==> src/rtl/brd_pkg.sv <==
package brd_pkg;

    localparam int LENGTH_BITS_DEF = 24;
    localparam int CFG_W           = 24;
    localparam int RLEN_W          = 24;
    localparam int HDR_W           = 4;

    localparam logic [CFG_W-1:0] MAX_LEN_RESET  = 24'd65536;
    localparam logic [7:0]       TAG_SEQUENCE   = 8'h30;
    localparam logic [6:0]       LOW_SEVEN      = 7'h7f;
    localparam logic [2:0]       MAX_LEN_OCTETS = 3'd7;
    localparam int               MIN_TOTAL      = 16;
    localparam logic [HDR_W-1:0] SHORT_HDR      = 4'd2;

    typedef enum logic {
        CMD_DATA = 1'b0,
        CMD_END  = 1'b1
    } t_command;

    typedef enum logic [2:0] {
        ST_OK           = 3'd0,
        ST_BAD_TAG      = 3'd1,
        ST_BAD_LEN_SIZE = 3'd2,
        ST_TOO_LARGE    = 3'd3,
        ST_TOO_SHORT    = 3'd4,
        ST_TRUNCATED    = 3'd5,
        ST_CLEAN_END    = 3'd6,
        ST_HALTED       = 3'd7
    } t_status;

    typedef enum logic [4:0] {
        PH_TAG       = 5'b00001,
        PH_LEN_FIRST = 5'b00010,
        PH_LEN_MORE  = 5'b00100,
        PH_BODY      = 5'b01000,
        PH_HALT      = 5'b10000
    } t_phase;

    typedef struct packed {
        logic       command;
        logic [7:0] data_byte;
    } t_in_item;

    typedef struct packed {
        logic [7:0]        byte_out;
        logic [2:0]        status;
        logic              record_start;
        logic              header_flag;
        logic              record_end;
        logic [RLEN_W-1:0] record_length;
    } t_out_item;

endpackage

==> src/rtl/brd_core.sv <==
module brd_core #(
    parameter int LENGTH_BITS = brd_pkg::LENGTH_BITS_DEF
) (
    input  logic                      i_clk,
    input  logic                      i_rst_n,
    input  logic                      i_fire,
    input  brd_pkg::t_in_item         i_item,
    input  logic [brd_pkg::CFG_W-1:0] i_max,
    output brd_pkg::t_out_item        o_result
);

    localparam int CMP_W = (LENGTH_BITS > brd_pkg::CFG_W) ? LENGTH_BITS : brd_pkg::CFG_W;

    brd_pkg::t_phase         r_phase, n_phase;
    logic [LENGTH_BITS-1:0]  r_acc, n_acc;
    logic                    r_ovf, n_ovf;
    logic [2:0]              r_left, n_left;
    logic [2:0]              r_count, n_count;
    logic [LENGTH_BITS-1:0]  r_remain, n_remain;
    logic [LENGTH_BITS-1:0]  r_total, n_total;

    logic                    cmd_end;
    logic [7:0]              b;
    logic                    j_active;
    logic [LENGTH_BITS-1:0]  j_total;
    logic                    j_ovf;
    logic [brd_pkg::HDR_W-1:0] j_hdr;
    logic                    j_large;
    logic                    j_short;
    logic [LENGTH_BITS:0]    long_sum;
    logic [brd_pkg::HDR_W-1:0] long_hdr;
    logic [LENGTH_BITS-1:0]  acc_step;
    logic                    ovf_step;
    logic [2:0]              left_dec;
    logic [LENGTH_BITS-1:0]  remain_dec;
    logic [CMP_W-1:0]        total_wide;
    brd_pkg::t_status        st;
    logic                    hdr_flag;
    logic                    start_flag;
    logic                    end_flag;

    assign cmd_end = (i_item.command == brd_pkg::CMD_END);
    assign b       = i_item.data_byte;

    always_comb begin
        if (!r_ovf && (r_acc[LENGTH_BITS-1 -: 8] != 8'd0)) begin
            acc_step = '1;
            ovf_step = 1'b1;
        end else if (!r_ovf) begin
            acc_step = {r_acc[LENGTH_BITS-9:0], b};
            ovf_step = 1'b0;
        end else begin
            acc_step = r_acc;
            ovf_step = 1'b1;
        end
        left_dec   = r_left - 3'd1;
        long_hdr   = brd_pkg::HDR_W'(r_count) + brd_pkg::HDR_W'(2);
        long_sum   = {1'b0, acc_step} + (LENGTH_BITS + 1)'(long_hdr);
        remain_dec = r_remain - LENGTH_BITS'(1);
    end

    always_comb begin
        j_active = 1'b0;
        j_total  = LENGTH_BITS'(2);
        j_ovf    = 1'b0;
        j_hdr    = brd_pkg::SHORT_HDR;
        if (r_phase == brd_pkg::PH_LEN_FIRST) begin
            if (!b[7]) begin
                j_active = 1'b1;
                j_total  = LENGTH_BITS'(b[6:0]) + LENGTH_BITS'(2);
            end else if (b[6:0] == 7'd0) begin
                j_active = 1'b1;
            end
        end else if (r_phase == brd_pkg::PH_LEN_MORE) begin
            j_active = (left_dec == 3'd0);
            j_total  = long_sum[LENGTH_BITS-1:0];
            j_ovf    = ovf_step | long_sum[LENGTH_BITS];
            j_hdr    = long_hdr;
        end
        j_large = j_ovf || (CMP_W'(j_total) >= CMP_W'(i_max));
        j_short = (j_total <= LENGTH_BITS'(brd_pkg::MIN_TOTAL));
    end

    always_comb begin
        n_phase    = r_phase;
        n_acc      = r_acc;
        n_ovf      = r_ovf;
        n_left     = r_left;
        n_count    = r_count;
        n_remain   = r_remain;
        n_total    = r_total;
        st         = brd_pkg::ST_OK;
        hdr_flag   = 1'b0;
        start_flag = 1'b0;
        end_flag   = 1'b0;

        if (r_phase == brd_pkg::PH_HALT) begin
            st = brd_pkg::ST_HALTED;
        end else if (cmd_end) begin
            if (r_phase == brd_pkg::PH_TAG) begin
                st = brd_pkg::ST_CLEAN_END;
            end else begin
                st      = brd_pkg::ST_TRUNCATED;
                n_phase = brd_pkg::PH_HALT;
            end
        end else begin
            case (r_phase)
                brd_pkg::PH_TAG: begin
                    if (b != brd_pkg::TAG_SEQUENCE) begin
                        st      = brd_pkg::ST_BAD_TAG;
                        n_phase = brd_pkg::PH_HALT;
                    end else begin
                        start_flag = 1'b1;
                        hdr_flag   = 1'b1;
                        n_phase    = brd_pkg::PH_LEN_FIRST;
                    end
                end
                brd_pkg::PH_LEN_FIRST: begin
                    if (b[7] && (b[6:0] > 7'(brd_pkg::MAX_LEN_OCTETS))) begin
                        st      = brd_pkg::ST_BAD_LEN_SIZE;
                        n_phase = brd_pkg::PH_HALT;
                    end else if (!j_active) begin
                        hdr_flag = 1'b1;
                        n_left   = b[2:0];
                        n_count  = b[2:0];
                        n_acc    = '0;
                        n_ovf    = 1'b0;
                        n_phase  = brd_pkg::PH_LEN_MORE;
                    end
                end
                brd_pkg::PH_LEN_MORE: begin
                    n_acc  = acc_step;
                    n_ovf  = ovf_step;
                    n_left = left_dec;
                    if (!j_active) begin
                        hdr_flag = 1'b1;
                    end else begin
                        n_ovf = j_ovf;
                    end
                end
                brd_pkg::PH_BODY: begin
                    n_remain = remain_dec;
                    if (remain_dec == '0) begin
                        end_flag = 1'b1;
                        n_phase  = brd_pkg::PH_TAG;
                    end
                end
                default: begin
                    st      = brd_pkg::ST_HALTED;
                    n_phase = brd_pkg::PH_HALT;
                end
            endcase

            if (j_active) begin
                if (j_large) begin
                    st      = brd_pkg::ST_TOO_LARGE;
                    n_phase = brd_pkg::PH_HALT;
                end else if (j_short) begin
                    st      = brd_pkg::ST_TOO_SHORT;
                    n_phase = brd_pkg::PH_HALT;
                end else begin
                    hdr_flag = 1'b1;
                    n_total  = j_total;
                    n_remain = j_total - LENGTH_BITS'(j_hdr);
                    n_phase  = brd_pkg::PH_BODY;
                end
            end
        end
    end

    assign total_wide = CMP_W'(r_total);

    always_comb begin
        o_result.byte_out      = cmd_end ? 8'd0 : b;
        o_result.status        = st;
        o_result.record_start  = start_flag;
        o_result.header_flag   = hdr_flag;
        o_result.record_end    = end_flag;
        o_result.record_length = end_flag ? total_wide[brd_pkg::RLEN_W-1:0] : '0;
    end

    always_ff @(posedge i_clk) begin
        if (!i_rst_n) begin
            r_phase  <= brd_pkg::PH_TAG;
            r_acc    <= '0;
            r_ovf    <= 1'b0;
            r_left   <= '0;
            r_count  <= '0;
            r_remain <= '0;
            r_total  <= '0;
        end else if (i_fire) begin
            r_phase  <= n_phase;
            r_acc    <= n_acc;
            r_ovf    <= n_ovf;
            r_left   <= n_left;
            r_count  <= n_count;
            r_remain <= n_remain;
            r_total  <= n_total;
        end
    end

endmodule

==> src/rtl/ber_record_deframer.sv <==
// A beat accepted into the input register is framed by the core and written into the output
// register, which presents it on the output.
// Throughput: one beat per cycle; the input register and the output register each
// advance whenever the output register is empty or its beat is taken.
// Reset is synchronous and active low; it returns the framing state to expect a tag
// byte, empties both registers and loads the maximum record length of 65536.
module ber_record_deframer #(
    parameter int LENGTH_BITS = brd_pkg::LENGTH_BITS_DEF
) (
    input  logic                      i_clk,
    input  logic                      i_rst_n,
    input  logic                      i_in_valid,
    output logic                      o_in_stall,
    input  brd_pkg::t_in_item         i_in_data,
    output logic                      o_out_valid,
    input  logic                      i_out_stall,
    output brd_pkg::t_out_item        o_out_data,
    input  logic                      i_cfg_valid,
    output logic                      o_cfg_ready,
    input  logic [brd_pkg::CFG_W-1:0] i_cfg_data
);

    logic                      r_in_valid;
    brd_pkg::t_in_item         r_in_data;
    logic                      r_out_valid;
    brd_pkg::t_out_item        r_out_data;
    logic [brd_pkg::CFG_W-1:0] r_max;
    logic                      out_adv;
    logic                      fire;
    logic                      in_take;
    brd_pkg::t_out_item        result;

    assign out_adv     = !r_out_valid || !i_out_stall;
    assign fire        = r_in_valid && out_adv;
    assign in_take     = i_in_valid && !o_in_stall;
    assign o_in_stall  = r_in_valid && !out_adv;
    assign o_out_valid = r_out_valid;
    assign o_out_data  = r_out_data;
    assign o_cfg_ready = 1'b1;

    brd_core #(
        .LENGTH_BITS(LENGTH_BITS)
    ) u_core (
        .i_clk   (i_clk),
        .i_rst_n (i_rst_n),
        .i_fire  (fire),
        .i_item  (r_in_data),
        .i_max   (r_max),
        .o_result(result)
    );

    always_ff @(posedge i_clk) begin
        if (!i_rst_n) begin
            r_in_valid  <= 1'b0;
            r_out_valid <= 1'b0;
            r_max       <= brd_pkg::MAX_LEN_RESET;
        end else begin
            if (!o_in_stall) begin
                r_in_valid <= i_in_valid;
            end
            if (out_adv) begin
                r_out_valid <= r_in_valid;
            end
            if (i_cfg_valid && o_cfg_ready) begin
                r_max <= i_cfg_data;
            end
        end
    end

    always_ff @(posedge i_clk) begin
        if (in_take) begin
            r_in_data <= i_in_data;
        end
        if (fire) begin
            r_out_data <= result;
        end
    end

endmodule

==> config.mk <==
export PLATFORM = sky130hd
export DESIGN_NAME = ber_record_deframer
export DESIGN_NICKNAME = d
export VERILOG_FILES = /design/src/rtl/brd_pkg.sv /design/src/rtl/brd_core.sv /design/src/rtl/ber_record_deframer.sv
export SDC_FILE = /design/constraint.sdc
export NUM_CORES = 1
export LEC_CHECK = 0
export ABC_AREA = 0
export BUFFER_PORTS_ARGS = -buffer_cell sky130_fd_sc_hd__buf_4
export CAP_MARGIN = 30
export CORE_ASPECT_RATIO = 0.7
export CORE_MARGIN = 3
export CORE_UTILIZATION = 45
export CTS_BUF_LIST = sky130_fd_sc_hd__clkbuf_8 sky130_fd_sc_hd__clkbuf_16
export DETAILED_ROUTE_END_ITERATION = 8
export SETUP_SLACK_MARGIN = 0.05
export SLEW_MARGIN = 10
export SYNTH_ARGS = -nofsm -noshare
export SYNTH_HDL_FRONTEND = slang
export SYNTH_SLANG_ARGS = --single-unit
==> constraint.sdc <==
create_clock -name i_clk -period 9.72 [get_ports i_clk]
set_clock_uncertainty 0.05 [all_clocks]
set_input_delay 0.486 -clock i_clk [delete_from_list [all_inputs] [get_ports i_clk]]
set_output_delay 0.486 -clock i_clk [all_outputs]
set_load 0.02 [all_outputs]
Yosys cells after proc, flatten, opt, wreduce, memory -nomap -nowiden
Cells that the tools add are included.
{"block": "totals", "register_bits": 157, "latch_bits": 0, "ramBits": 0, "romBits": 0, "in_bits": 38, "n_memories": 0}
{"block": "op_classes", "add_sub_neg": 6, "multipliers": 0, "div_mod_pow": 0, "n_lt_le_gt_ge": 3, "eq_ne": 11, "n_shift": 0, "mux": 57, "bitwise": 8, "reduce_logical": 25}
{"op": "24-bit 2-to-1 mux", "n": 11}
{"op": "24-bit case mux with 2 select lines", "n": 1}
{"op": "5-bit 2-to-1 mux", "n": 8}
{"op": "24-bit by 4-bit adder with 25-bit output", "n": 1}
{"op": "24-bit >= comparator", "n": 1}
{"op": "24-bit by 5-bit less-or-equal comparator with 1-bit output, second input constant", "n": 1}
{"op": "24-bit logical NOT", "n": 1}
{"op": "24-bit by 1-bit subtractor with 24-bit output, second input constant", "n": 1}
{"op": "24-bit by 4-bit subtractor with 24-bit output", "n": 1}
{"op": "1-bit 2-to-1 mux", "n": 22}
{"op": "5-bit case mux with 4 select lines", "n": 1}
{"op": "3-bit 2-to-1 mux", "n": 6}
{"op": "6-bit AND reduction", "n": 3}
{"op": "3-bit case mux with 3 select lines", "n": 1}
{"op": "7-bit by 2-bit adder with 8-bit output, second input constant", "n": 1}
{"op": "4-bit 2-to-1 mux", "n": 2}
{"op": "8-bit by 6-bit != test with 1-bit output, second input constant", "n": 1}
{"op": "8-bit nonzero test", "n": 1}
{"op": "7-bit by 3-bit > comparator with 1-bit output, second input constant", "n": 1}
{"op": "7-bit logical NOT", "n": 1}
{"op": "1-bit NOT", "n": 7}
{"op": "2-bit != test, second input constant", "n": 3}
{"op": "3-bit case mux with 2 select lines", "n": 1}
{"op": "5-bit by 1-bit equality test with 1-bit output, second input constant", "n": 1}
{"op": "21 further kinds", "n": 32}

Logic depth before layout (Yosys ltp)
Gate-level depths: netlist of run 1.
{"block": "depth", "depth_word": 11, "depth_mapped": 27}

Modules after synthesis
From an unflattened synthesis of run 1, not the netlist that was laid out.
{"block": "unflattened", "hier_cells": 1186, "area_unflattened_um2": 10057.1}
{"module": "brd_core", "n_inst": 1, "cells_each": 1052, "area_per_inst_um2": 7628.6, "seq_area_each_um2": 1681.6}
{"module": "ber_record_deframer", "n_inst": 1, "cells_each": 134, "area_per_inst_um2": 2428.6, "seq_area_each_um2": 1931.9}

Worst setup path before layout of run 1
No wires, ideal clock.
{"block": "synth_timing", "path_type": "reg2reg", "startpoint": "reg u_core.r_acc[16]", "endpoint": "reg u_core.r_total[5]", "arrival_ns": 5.266, "slack_ns": 4.276, "stages_incl_launch_ff": 26, "path_buffers": 4, "period_less_slack_ns": 5.444, "path_cell_list": "dfxtp_1 -> buf_4 -> nor4_4 -> nand3_2 -> clkbuf_1 -> o22ai_1 -> inv_1 -> ha_1 -> a211o_1 -> a21oi_1 -> or4_1 -> a221oi_1 -> xor2_1 -> nor2_1 -> ha_1 -> a21oi_1 -> nor2b_1 -> o21ai_0 -> o211ai_1 -> o21a_1 -> nor3_1 -> o311a_1 -> buf_6 -> buf_6 -> mux2i_1 -> nor2_1"}
{"block": "synth_via", "elab_chain_len": 10}
{"element": "start, declared", "line_no": "brd_core.sv:15", "rtl": "logic [LENGTH_BITS-1:0] r_acc, n_acc;"}
{"element": "start signal, assigned", "line_no": "brd_core.sv:193", "rtl": "r_acc <= n_acc;"}
{"element": "8-bit nonzero test", "line_no": "brd_core.sv:46", "rtl": "if (!r_ovf && (r_acc[LENGTH_BITS-1 -: 8] != 8'd0)) begin"}
{"element": "1-bit logical AND", "line_no": "brd_core.sv:46"}
{"element": "24-bit 2-to-1 mux (*)", "line_no": "brd_core.sv:46"}
{"element": "24-bit by 4-bit adder with 25-bit output (*)", "line_no": "brd_core.sv:58", "rtl": "long_sum = {1'b0, acc_step} + (LENGTH_BITS + 1)'(long_hdr);"}
{"element": "24-bit 2-to-1 mux (*)", "line_no": "brd_core.sv:74", "rtl": "end else if (r_phase == brd_pkg::PH_LEN_MORE) begin"}
{"element": "24-bit 2-to-1 mux (*)", "line_no": "brd_core.sv:67", "rtl": "if (r_phase == brd_pkg::PH_LEN_FIRST) begin"}
{"element": "via u_core.j_total[17]", "line_no": "brd_core.sv:25", "rtl": "logic [LENGTH_BITS-1:0] j_total;"}
{"element": "24-bit >= comparator", "line_no": "brd_core.sv:80", "rtl": "j_large = j_ovf || (CMP_W'(j_total) >= CMP_W'(i_max));"}
{"element": "1-bit logical OR", "line_no": "brd_core.sv:80"}
{"element": "1-bit NOT (no source line)"}
{"element": "6-bit AND reduction (no source line) (*)"}
{"element": "end signal, assigned", "line_no": "brd_core.sv:198", "rtl": "r_total <= n_total;"}
{"element": "end, declared", "line_no": "brd_core.sv:20", "rtl": "logic [LENGTH_BITS-1:0] r_total, n_total;"}
Mark *: on every way through the listed nets, which the timed path passes. The rest lies on a longest branch.
A chain may end at the register's enable or synchronous reset.

Worst setup path in the final report of run 1
{"block": "layout_timing", "startpoint": "reg u_core.r_ovf", "endpoint": "reg u_core.r_total[0]"}
{"block": "layout_via", "elab_chain_len": 10}
{"element": "start, declared", "line_no": "brd_core.sv:16", "rtl": "logic r_ovf, n_ovf;"}
{"element": "start signal, assigned", "line_no": "brd_core.sv:194", "rtl": "r_ovf <= n_ovf;"}
{"element": "1-bit logical NOT", "line_no": "brd_core.sv:46"}
{"element": "1-bit logical AND", "line_no": "brd_core.sv:46"}
{"element": "24-bit 2-to-1 mux (*)", "line_no": "brd_core.sv:46"}
{"element": "24-bit by 4-bit adder with 25-bit output (*)", "line_no": "brd_core.sv:58"}
{"element": "24-bit 2-to-1 mux (*)", "line_no": "brd_core.sv:74"}
{"element": "24-bit 2-to-1 mux (*)", "line_no": "brd_core.sv:67"}
{"element": "via u_core.j_total[14]", "line_no": "brd_core.sv:25"}
{"element": "24-bit >= comparator", "line_no": "brd_core.sv:80"}
{"element": "1-bit logical OR", "line_no": "brd_core.sv:80"}
{"element": "1-bit NOT (no source line)"}
{"element": "6-bit AND reduction (no source line) (*)"}
Marks and branches as above.

==> results of run 1 <==
==> how the worst max path moves through the flow <==
| stage | cells after the start | to | slack [ns] |
|---|---|---|---|
| final | 21 | u_core.r_total[0] | 2.54 |
| after global routing | 21 | u_core.r_total[0] | 2.17 |
| after CTS | 21 | u_core.r_total[0] | 2.75 |
| after detailed placement | 21 | u_core.r_remain[11] | 2.91 |
| after global placement | 21 | u_core.r_total[16] | 2.39 |
| after floorplan | 25 | u_core.r_total[5] | 4.28 |
==> cells in the mapped netlist, types with 5 or more instances <==
library cell and number:
edfxtp_1 47, buf_2 6, nor2b_1 12, nand3b_1 5, buf_1 15, a211oi_1 11, xnor2_1 28, nand2_1 74
a211o_1 6, or4_1 6, a31oi_1 9, clkbuf_1 45, o21a_1 8, a32o_1 5, a32oi_1 5, or3_1 10
and2_1 30, a21oi_1 71, nor2_1 125, o21ai_1 7, nor3_1 41, or2_2 8, nand2b_1 19, nand4_1 19
xor2_1 17, o211ai_1 11, dfxtp_1 110, nor4_1 24, ha_1 38, mux2i_1 53, nand3_1 24, o21ai_0 28
o31ai_1 8, o22ai_1 13, buf_6 6, inv_1 43, o41ai_1 9, and3_1 10, a22oi_1 5, a21o_1 9
==> flip-flops by register name, indices dropped and copies added, names as in the netlist <==
signal / flops
o_out_data: 38
r_max: 24
u_core.r_acc: 24
u_core.r_remain: 24
u_core.r_total: 24
r_in_data: 9
u_core.r_phase: 5
u_core.r_count: 3
u_core.r_left: 3
o_out_valid: 1
r_in_valid: 1
u_core.r_ovf: 1
==> power by group through the flow <==
stage / combinational [mW] / sequential, mW / clock (mW)
6_report: 0.104 / 0.707 / 0.622
5_1_grt: 0.114 / 0.709 / 0.659
4_1_cts: 0.104 / 0.706 / 0.633
3_5_place_dp: 0.103 / 0.720 / 0
3_3_place_gp: 0.104 / 0.721 / 0
2_1_floorplan: 0.0558 / 0.725 / 0
==> per-stage QoR <==
step	utilization, %	cells	power [mW]	area (µm²)	hold slack [ns]
6_report	52.49	1436	1.432	10950	0.1767
5_1_grt	52.49	1436	1.481	10950	0.1582
4_1_cts	52.49	1436	1.444	10950	0.1610
3_5_place_dp	49.89	1404	0.8238	10410	0.3945
3_3_place_gp	49.77	1402	0.8242	10390	0.3904
2_1_floorplan	-	1106	0.7804	9647	0.3819
==> critical path, delay by kind of cell, from the launching register on <==
family / cells / cell delay [ns]
and+or+nand+nor: 3 / 1.10
AOI/OAI and AO/OA: 12 / 3.59
adders and majority gates: 3 / 0.95
DFF: 1 / 0.31
buffers and inverters: 3 / 1.03
==> cell families (layout without fill, tap and decap cells) <==
group | count (synthesis) | in the layout | synth area share (%)
AND/OR/NAND/NOR | 434 | 434 | 23.41
AO/OA/AOI/OAI | 252 | 252 | 18.16
flip-flops | 157 | 157 | 37.46
buffers and inverters | 120 | 174 | 5.369
multiplexers | 57 | 57 | 6.135
XOR/XNOR | 45 | 45 | 4.086
adder cells (fa/ha/maj) | 40 | 40 | 5.344
other | 1 | 1 | 0.03887
==> final cells by class <==
class                           instances  area [µm²]
Timing Repair Buffer                   98       745.7
Clock inverter                         13       77.57
Multi-Input combinational cell        829        5540
Fill cell                            1972        9913
Inverter                               44       165.2
Clock buffer                           19       464.2
Sequential cell                       157        3613
Tap cell                              276       345.3
==> per-layer routing <==
layer	global-route usage [%]	share of wire (%)	up-vias
met4	5.685	1.2	0
met3	5.114	8.2	29
met1	38.27	51	4000
met2	34.31	40	337
li1	-	-	4135
met5	0	0	-
==> placed cells by master (no fill, tap or decap), drive strengths merged, types with 30 or more instances in the layout <==
cell | netlist | final
nor2 | 125 | 125
ha | 38 | 38
a21oi | 72 | 72
dfxtp | 110 | 110
nand2 | 74 | 74
o21ai | 36 | 36
mux2i | 56 | 56
and2 | 30 | 30
nor3 | 43 | 43
edfxtp | 47 | 47
inv | 43 | 52
buf | 31 | 98
==> summary.txt, run 1 <==
Run status
  – Outcome: complete, no violations

Placed design
  – Port bufs: 77
  – Pre-CTS setup slack: between 2 and 3 ns
  – RD Place Congestion: approximately 0.96
  – Post-DP HPWL: around 20 mm

Critical path
  – Critical path's slowest cell: o31a_1
  – Reg2reg end: u_core.r_total[0]
  – WP data required: between 9 and 10 ns
  – Arr. time, crit path: roughly 7.5 ns
  – Startpoint Class: flop
  – CP peak stage delay: ~0.85 ns
  – Critical Path Start: u_core.r_ovf
  – Reg2Reg Depth: 21
  – Setup CP Type: flop to flop
  – Reg2reg setup slack: 2.54 ns
  – Critical Path End Type: flop
  – Most Frequent Cell on Critical Path: a21oi_1
  – Worst-path cell chain: buf_4, clkinv_1, nand3_2, o22a_1, ha_1, inv_1, fa_1, nand2b_1, a21oi_1, o211ai_2, o31ai_1, ha_1, a21o_1, a21oi_1, o21a_1, o211ai_1, o21a_1, nor3_1, o31a_1, a21oi_1, a311oi_1
  – RR Startpoint: u_core.r_ovf
  – CP Max Fanout: 47

Floorplan
  – Initial Util: 46.23%
  – Chip Width: about 180 µm
  – Num rows: 44
  – DIE AREA: about 23000 µm²
  – Core box area: about 21000 µm²
  – Die Ht: between 100 and 150 µm
  – Top-level I/O count: 79

Route
  – DRC viols: 0
  – Vias: between 8000 and 9000
  – Initial drt markers: approximately 810
  – Routed Antenna Nets: 0
  – Post-DR vias/cell: a little under 6
  – Final wirelength: 28.65 mm
  – Drt first pass iters: 5
  – Avg WL per Cell: 19.95 µm

Logic synthesis
  – Sequential fraction of the synthesis area: approximately 37%
  – Synthesis-stage register bit count: between 150 and 200
  – Ranking of synthesized cells by area: dfxtp_1 23%, edfxtp_1 15%, mux2i_1 5.5%
  – Post-synth top area share: 22.83%
  – Post-synthesis net count: 1184
  – Mapped Cells: roughly 1100
  – Async S/R FF share, synth: 0%
  – Distinct cells, synth: between 80 and 90
  – Primary FF master, synth: dfxtp_1
  – Synth warn: 0
  – EDFF count, synth: 47
  – Cell taking the most area after synthesis: dfxtp_1
  – Synthesized cell area: slightly below 10000 µm²
  – Mean post-synth cell area: between 8 and 9 µm²

STA
  – Slew @ Worst Pin: 1.008 ns
  – Fin worst setup slack: 2.540 ns
  – Achievable frequency: 139.3 MHz
  – Setup Viol. Count Final: 0
  – Fin. max-slew vios: 0
  – Final Hold Vio Count: 0
  – Rel. slew slack: a little under a third
  – Setup TNS: 0 ns
  – RSZ-0062 raised after global routing: false
  – Period utilization: 73.86%
  – Fin crit period: between 7 and 8 ns

Power and ir drop
  – Pleak: between 4 and 5 nW
  – Pwr dens: 130.8 nW/µm²
  – Switching portion of total power: between 20% and 30%
  – Logic pwr share: roughly 7.2%
  – Internal Power: about 1.1 mW
  – Sequential share of power: 49.4%
  – Clock power share: a little over two fifths
  – Psw: between 0.3 and 0.4 mW
  – Peak supply drop: 0.1052 mV

Hold path
  – Worst hold path type: input port to flop
  – Min-delay src: i_in_data[8]
  – Hold Crit Depth: 1
  – Min-Delay Endpoint: r_in_data[8]

Global routing
  – Largest net degree at the start of global routing: 58
  – Vias in the first global route: a little under 8000
  – First-pass GRT wire length: between 40 and 50 mm
  – Overall Global Routing Usage: about 24%
  – Initial antenna violation count: 0
  – Gr ovfl total: 0

Clock network
  – H-tree depth: 4
  – Worst skew pair latency: 0.44 ns
  – TritonCTS clock tree: built
  – PostCTS Resize Cnt: 0
  – Clock Tree Buf Depth: 2
  – Post-CTS Setup Inserts: 0
  – Clock root buffer: clkbuf_16
  – CTS Hold Buffers Added: 0
  – Reg clk slew, reported paths: roughly 0.07 ns
  – Cts bufs inserted: 17
  – Num Clock Sinks: 157

Cells and area
  – Fraction of layout cells with a size suffix above 1: 14.40%
  – Synthesis-to-layout area growth: 13.53%
  – Final nets: 1225
  – ANT cells: 0

Run
  – Max-cap violation count: 0
Power figures use the tool's default switching activity.
==> inputs of run 2 (changes only) <==
Settings changed: PLACE_DENSITY from default to 0.65.
Clock period 9.72 ns to 6.3 ns, I/O delays scaled along.
==> summary.txt, run 2 (synthesis gave the netlist of run 1 again) <==
STA
  – Slew @ Worst Pin: 1.116 ns (+0.1077 ns)
  – Final Hold Vio Count: 0 (unchanged)
  – Achievable frequency: 171.7 MHz (+23%)
  – Fin. max-slew vios: 0 (unchanged)
  – Setup Viol. Count Final: 0 (unchanged)
  – Fin crit period: 5.825 ns (-1.355 ns)
  – RSZ-0062 raised after global routing: false
  – Rel. slew slack: 24.82% (-7.1 points)
  – Setup TNS: 0 ns (unchanged)
  – Period utilization: 92.45% (+19 points)

Power and ir drop
  – Peak supply drop: 0.1744 mV (+66%)
  – Pleak: 4.227 nW (+3.0%)
  – Pwr dens: 206.4 nW/µm² (+58%)

Placed design
  – Port bufs: 77 (unchanged)
  – RD Place Congestion: 0.9307 (-2.7%)
  – Placed cell areas: 10490 µm² (+0.79%)
  – Post-DP HPWL: 20.31 mm (+1.1%)

Cells and area
  – Final nets: 1249 (+2.0%)
  – ANT cells: 0 (unchanged)
  – Synthesis-to-layout area growth: 16.48%
  – Most frequent cells in the layout: 125 x nor2_1, 111 x buf_4, 110 x dfxtp_1
  – Commonest non-fill, non-tap cell in the layout: nor2_1
  – Fraction of layout cells with a size suffix above 1: 15.88% (+1.5 points)
  – Layout fillers: 1949 (-1.2%)
  – Max reg flops: 38 (unchanged)
  – Final non-filler cell area: 11240 µm² (+2.6%)

Global routing
  – Overall Global Routing Usage: 24.63% (+0.15 points)
  – Vias in the first global route: 8013 (+4.1%)
  – Largest net degree at the start of global routing: 61 (+5.2%)
  – First-pass GRT wire length: 45.71 mm (+1.8%)
  – Initial antenna violation count: 0 (unchanged)
  – Gr ovfl total: 0 (unchanged)

Floorplan
  – Chip Width: 181 µm (unchanged)
  – Initial Util: 46.23% (unchanged)
  – Core box area: 20870 µm² (unchanged)
  – DIE AREA: 23260 µm² (unchanged)
  – Num rows: 44 (unchanged)
  – Top-level I/O count: 79 (unchanged)
  – Die Ht: 128.5 µm (unchanged)

Critical path
  – WP data required: 6.55 ns (-3.44 ns)
  – Startpoint Class: flop
  – Arr. time, crit path: 6.07 ns (-1.38 ns)
  – Setup CP Type: flop to flop
  – Critical Path End Type: flop
  – CP Max Fanout: 18 (-62%)
  – Reg2Reg Depth: 23 (+9.5%)
  – Reg2reg setup slack: 0.48 ns (-2.06 ns)

Route
  – Final wirelength: 28.64 mm (about the same)
  – Routed Antenna Nets: 0 (unchanged)
  – Initial drt markers: 862 (+7.1%)
  – Post-DR vias/cell: 5.992 (+1.2%)
  – Avg WL per Cell: 19.62 µm (-1.7%)
  – Vias: 8748 (+2.9%)
  – Drt first pass iters: 6 (+1)
  – DRC viols: 0 (unchanged)

Hold path
  – Worst hold path type: input port to flop
  – Hold Crit Depth: 3 (+2)

Clock network
  – Clock Tree Buf Depth: 2 (unchanged)
  – Clock root buffer: clkbuf_16
  – TritonCTS clock tree: built
  – Worst skew pair latency: 0.44 ns (about the same)
  – Cts bufs inserted: 17 (unchanged)
  – Num Clock Sinks: 157 (unchanged)
  – Reg clk slew, reported paths: 0.08 ns (about the same)
  – H-tree depth: 4 (unchanged)

Run
  – Max-cap violation count: 0 (unchanged)

Run status
  – Outcome: complete, no violations
run 2: cell types whose count changed in the layout (fill, tap and decap cells not counted), sizes merged:
cell,change
clkbuf,-2
dlygate4sd3,+9
buf,+15
clkinv,+2
clkinvlp,-1
inv,+1
run 2: power by group:
part | switching [mW] | internal, mW
registers | 0.0196 | 1.07
logic | 0.0988 | 0.0709
clock network | 0.520 | 0.544
total | 0.638 | 1.68
run 2: layout make-up:
class / count / area [µm²] / area share [%]
Multi-Input combinational cell: 829 / 5542 / 49.32
Clock buffer: 17 / 425.4 / 3.786
Sequential cell: 157 / 3613 / 32.16
Clock inverter: 15 / 182.7 / 1.626
Tap cell: 276 / 345.3 / 3.073
Timing Repair Buffer: 122 / 963.4 / 8.574
Inverter: 44 / 165.2 / 1.470
run 2: critical path, stage by stage (launching register included):
cell and delay, ns:
dfxtp_1 0.38, nor4_4 0.29, buf_4 0.20, nand3_2 0.14, o22ai_1 0.34, inv_1 0.09
ha_1 0.30, a211o_1 0.26, a21oi_1 0.30, nand2b_1 0.17, xnor2_1 0.15, nand2_1 0.11
o21ai_0 0.43, ha_1 0.41, a211oi_1 0.24, o21ai_0 0.12, o2111ai_1 0.11, a2111oi_0 0.13
o21a_1 0.23, nor3_1 0.35, o311a_2 0.27, buf_4 0.31, mux2i_1 0.24, nor2_1 0.05
run 2: path summary, 6_finish.rpt:
kind,start,endpoint
setup / recovery,u_core.r_acc[20],u_core.r_total[12]
hold / removal,i_in_valid,r_in_valid
setup reg to reg,u_core.r_acc[20],u_core.r_total[12]
hold reg to reg,u_core.r_left[1],u_core.r_left[1]
run 2: what timing repair did:
item,in CTS,in global routing
setup endpoints to repair,0,46
setup buffers,0,6
hold buffers,9,0
hold endpoints to repair,9,0
gates resized for setup,0,1
run 2: metrics by stage:
| step | instances | setup WS (ns) | hold WS [ns] | total power, mW | utilization [%] |
|---|---|---|---|---|---|
| 2_1_floorplan | 1106 | 0.8562 | 0.3639 | 1.204 | - |
| 3_3_place_gp | 1413 | 0.4537 | 0.3924 | 1.272 | 50.29 |
| 3_5_place_dp | 1413 | 0.2490 | 0.4031 | 1.273 | 50.29 |
| 4_1_cts | 1454 | 0.1998 | 0.02162 | 2.338 | 53.63 |
| 5_1_grt | 1460 | 0.1161 | 0.04116 | 2.405 | 53.86 |
| 6_report | 1460 | 0.4755 | 0.04077 | 2.319 | 53.86 |
run 2: routing by layer:
layer  up-vias  GRT usage (%)  wire (µm)
li1       4173              -          -
met1      4103          38.45      13990
met2       444          34.47      11340
met3        28          5.482       2972
met4         0          5.416        333
met5         -              0          0
==> inputs of run 3 (changes only) <==
Settings changed: PLACE_DENSITY 0.65 to default.
Clock period 6.3 ns to 5.64 ns, I/O delays scaled along.
==> summary.txt, run 3 (synthesis gave the netlist of run 1 again) <==
Floorplan
  – Chip Width: 181 µm (unchanged)
  – Die Ht: 128.5 µm (unchanged)
  – Core box area: 20870 µm² (unchanged)
  – Top-level I/O count: 79 (unchanged)
  – Initial Util: 46.23% (unchanged)
  – DIE AREA: 23260 µm² (unchanged)
  – Num rows: 44 (unchanged)

Critical path
  – Critical Path Start: u_core.r_ovf
  – Critical Path End Type: flop
  – Critical path endpoint: u_core.r_remain[11]
  – Reg2reg end: u_core.r_remain[11]
  – CP Max Fanout: 12 (-6)
  – Startpoint Class: flop
  – Arr. time, crit path: 5.62 ns (-0.45 ns)
  – RR Startpoint: u_core.r_ovf
  – Reg2Reg Depth: 18 (-22%)
  – Setup CP Type: flop to flop
  – WP data required: 5.93 ns (-0.62 ns)
  – Reg2reg setup slack: 0.31 ns (-0.16 ns)

Hold path
  – Worst hold path type: input port to flop

STA
  – Fin worst setup slack: 0.3118 ns (-0.1636 ns)
  – Slew @ Worst Pin: 0.8916 ns (-0.2243 ns)
  – Final Hold Vio Count: 0 (unchanged)
  – Fin. max-slew vios: 0 (unchanged)
  – Fin crit period: 5.328 ns (-0.4964 ns)
  – Worst hold margin: 0.02788 ns (-0.01289 ns)
  – Achievable frequency: 187.7 MHz (+9.3%)
  – Rel. slew slack: 40.01% (+15 points)
  – Setup TNS: 0 ns (unchanged)
  – Period utilization: 94.47% (+2.0 points)
  – Setup Viol. Count Final: 0 (unchanged)
  – RSZ-0062 raised after global routing: true

Route
  – Drt first pass iters: 6 (unchanged)
  – DRC viols: 0 (unchanged)
  – Post-DR vias/cell: 5.940 (-0.87%)
  – Final wirelength: 29.28 mm (+2.2%)
  – Vias: 8749 (+0.011%)
  – Avg WL per Cell: 19.88 µm (+1.3%)
  – Routed Antenna Nets: 0 (unchanged)
  – Initial drt markers: 865 (+0.35%)

Cells and area
  – ANT cells: 0 (unchanged)
  – Max reg flops: 38 (unchanged)
  – Fraction of layout cells with a size suffix above 1: 16.96% (+1.1 points)
  – Synthesis-to-layout area growth: 17.46%
  – Register Area: 3613 µm² (unchanged)
  – Commonest non-fill, non-tap cell in the layout: nor2_1
  – Most frequent cells in the layout: 124 x nor2_1, 121 x buf_4, 110 x dfxtp_1
  – Multi-input gate area: 5558 µm² (+0.29%)
  – Layout fillers: 1947 (-0.10%)
  – Final nets: 1262 (+1.0%)

Clock network
  – Clock Tree Buf Depth: 2 (unchanged)
  – Worst skew pair latency: 0.45 ns (about the same)
  – TritonCTS clock tree: built
  – Post-CTS Setup Inserts: 0 (unchanged)
  – Clock root buffer: clkbuf_16
  – H-tree depth: 4 (unchanged)
  – Num Clock Sinks: 157 (unchanged)
  – Cts bufs inserted: 17 (unchanged)
  – Reg clk slew, reported paths: 0.07 ns (about the same)

Global routing
  – Overall Global Routing Usage: 25.09% (+0.45 points)
  – Initial antenna violation count: 0 (unchanged)
  – Largest net degree at the start of global routing: 77 (+26%)
  – Vias in the first global route: 7913 (-1.2%)
  – First-pass GRT wire length: 46.22 mm (+1.1%)
  – Gr ovfl total: 0 (unchanged)

Placed design
  – Post-DP HPWL: 21.05 mm (+3.6%)
  – RD Place Congestion: 0.9040 (-2.9%)
  – Pre-CTS setup slack: 0.2695 ns (+0.02049 ns)
  – Port bufs: 77 (unchanged)

Power and ir drop
  – Peak supply drop: 0.1963 mV (+13%)
  – Pwr dens: 224.5 nW/µm² (+8.8%)
  – Pleak: 4.276 nW (+1.2%)

Run status
  – Outcome: complete, no violations

Run
  – Max-cap violation count: 0 (unchanged)
==> run 3: cell count changes in the layout (fill, tap and decap cells not counted), sizes merged <==
cell,before,now
inv,53,50
dlygate4sd3,9,10
clkinvlp,1,2
clkbuf,17,18
clkinv,5,7
buf,113,124
==> run 3: timing repair <==
action	CTS	global route
setup endpoints to repair	0	52
endpoints found under the hold margin	10	0
hold buffers	10	0
resized for setup	0	6
==> run 3: routing by layer <==
metal / wire length [µm] / GRT usage, % / vias up
met3: 2504 / 6.019 / 23
li1: - / - / 4210
met4: 312 / 5.372 / 0
met2: 11710 / 34.60 / 387
met1: 14760 / 39.36 / 4129
met5: 0 / 0 / -
==> run 3: worst min path at each step <==
stage | startpoint | to | slack, ns | depth (start not counted)
6_report | i_cfg_data[11] | r_max[11] | 0.03 | 3
5_1_grt | i_cfg_data[12] | r_max[12] | 0.02 | 3
4_1_cts | i_cfg_data[11] | r_max[11] | 0.01 | 3
3_5_place_dp | i_in_data[1] | r_in_data[1] | 0.41 | 1
3_3_place_gp | u_core.r_left[1] | u_core.r_left[1] | 0.39 | 2
2_1_floorplan | i_in_data[0] | r_in_data[0] | 0.33 | 0
==> run 3: area by class of cell <==
type,instances,share of cell area [%]
Sequential cell,157,31.89
Tap cell,276,3.048
Inverter,44,1.458
Timing Repair Buffer,135,9.474
Clock buffer,17,3.754
Clock inverter,15,1.325
Multi-Input combinational cell,829,49.05
==> run 3: metrics by stage <==
stage          instances  cell area (µm²)  total power [mW]  util [%]
2_1_floorplan       1106             9647             1.345         -
3_3_place_gp        1430            10630             1.427     50.96
3_5_place_dp        1430            10630             1.426     50.96
4_1_cts             1472            11310             2.556     54.20
5_1_grt             1473            11330             2.630     54.31
6_report            1473            11330             2.544     54.31
==> run 3: worst max-delay path, cell delays in order, from the launching register on <==
cell and delay, ns:
dfxtp_1 0.33, clkinv_1 0.21, nand3_2 0.20, o22a_1 0.19
ha_1 0.20, inv_1 0.06, fa_1 0.38, nand2b_1 0.20
a21oi_1 0.23, o211ai_2 0.30, o21ai_0 0.25, o31ai_1 0.14
buf_4 0.20, or3_1 0.45, or4b_1 0.61, o31ai_2 0.61
buf_4 0.28, a21oi_1 0.07, o221a_1 0.23
==> run 3: power breakdown <==
group | switching (mW) | leakage [nW] | internal, mW | total [mW]
sequential | 0.0188 | 1.32 | 1.19 | 1.21
clock | 0.547 | 0.278 | 0.587 | 1.13
combinational | 0.116 | 2.68 | 0.0827 | 0.199
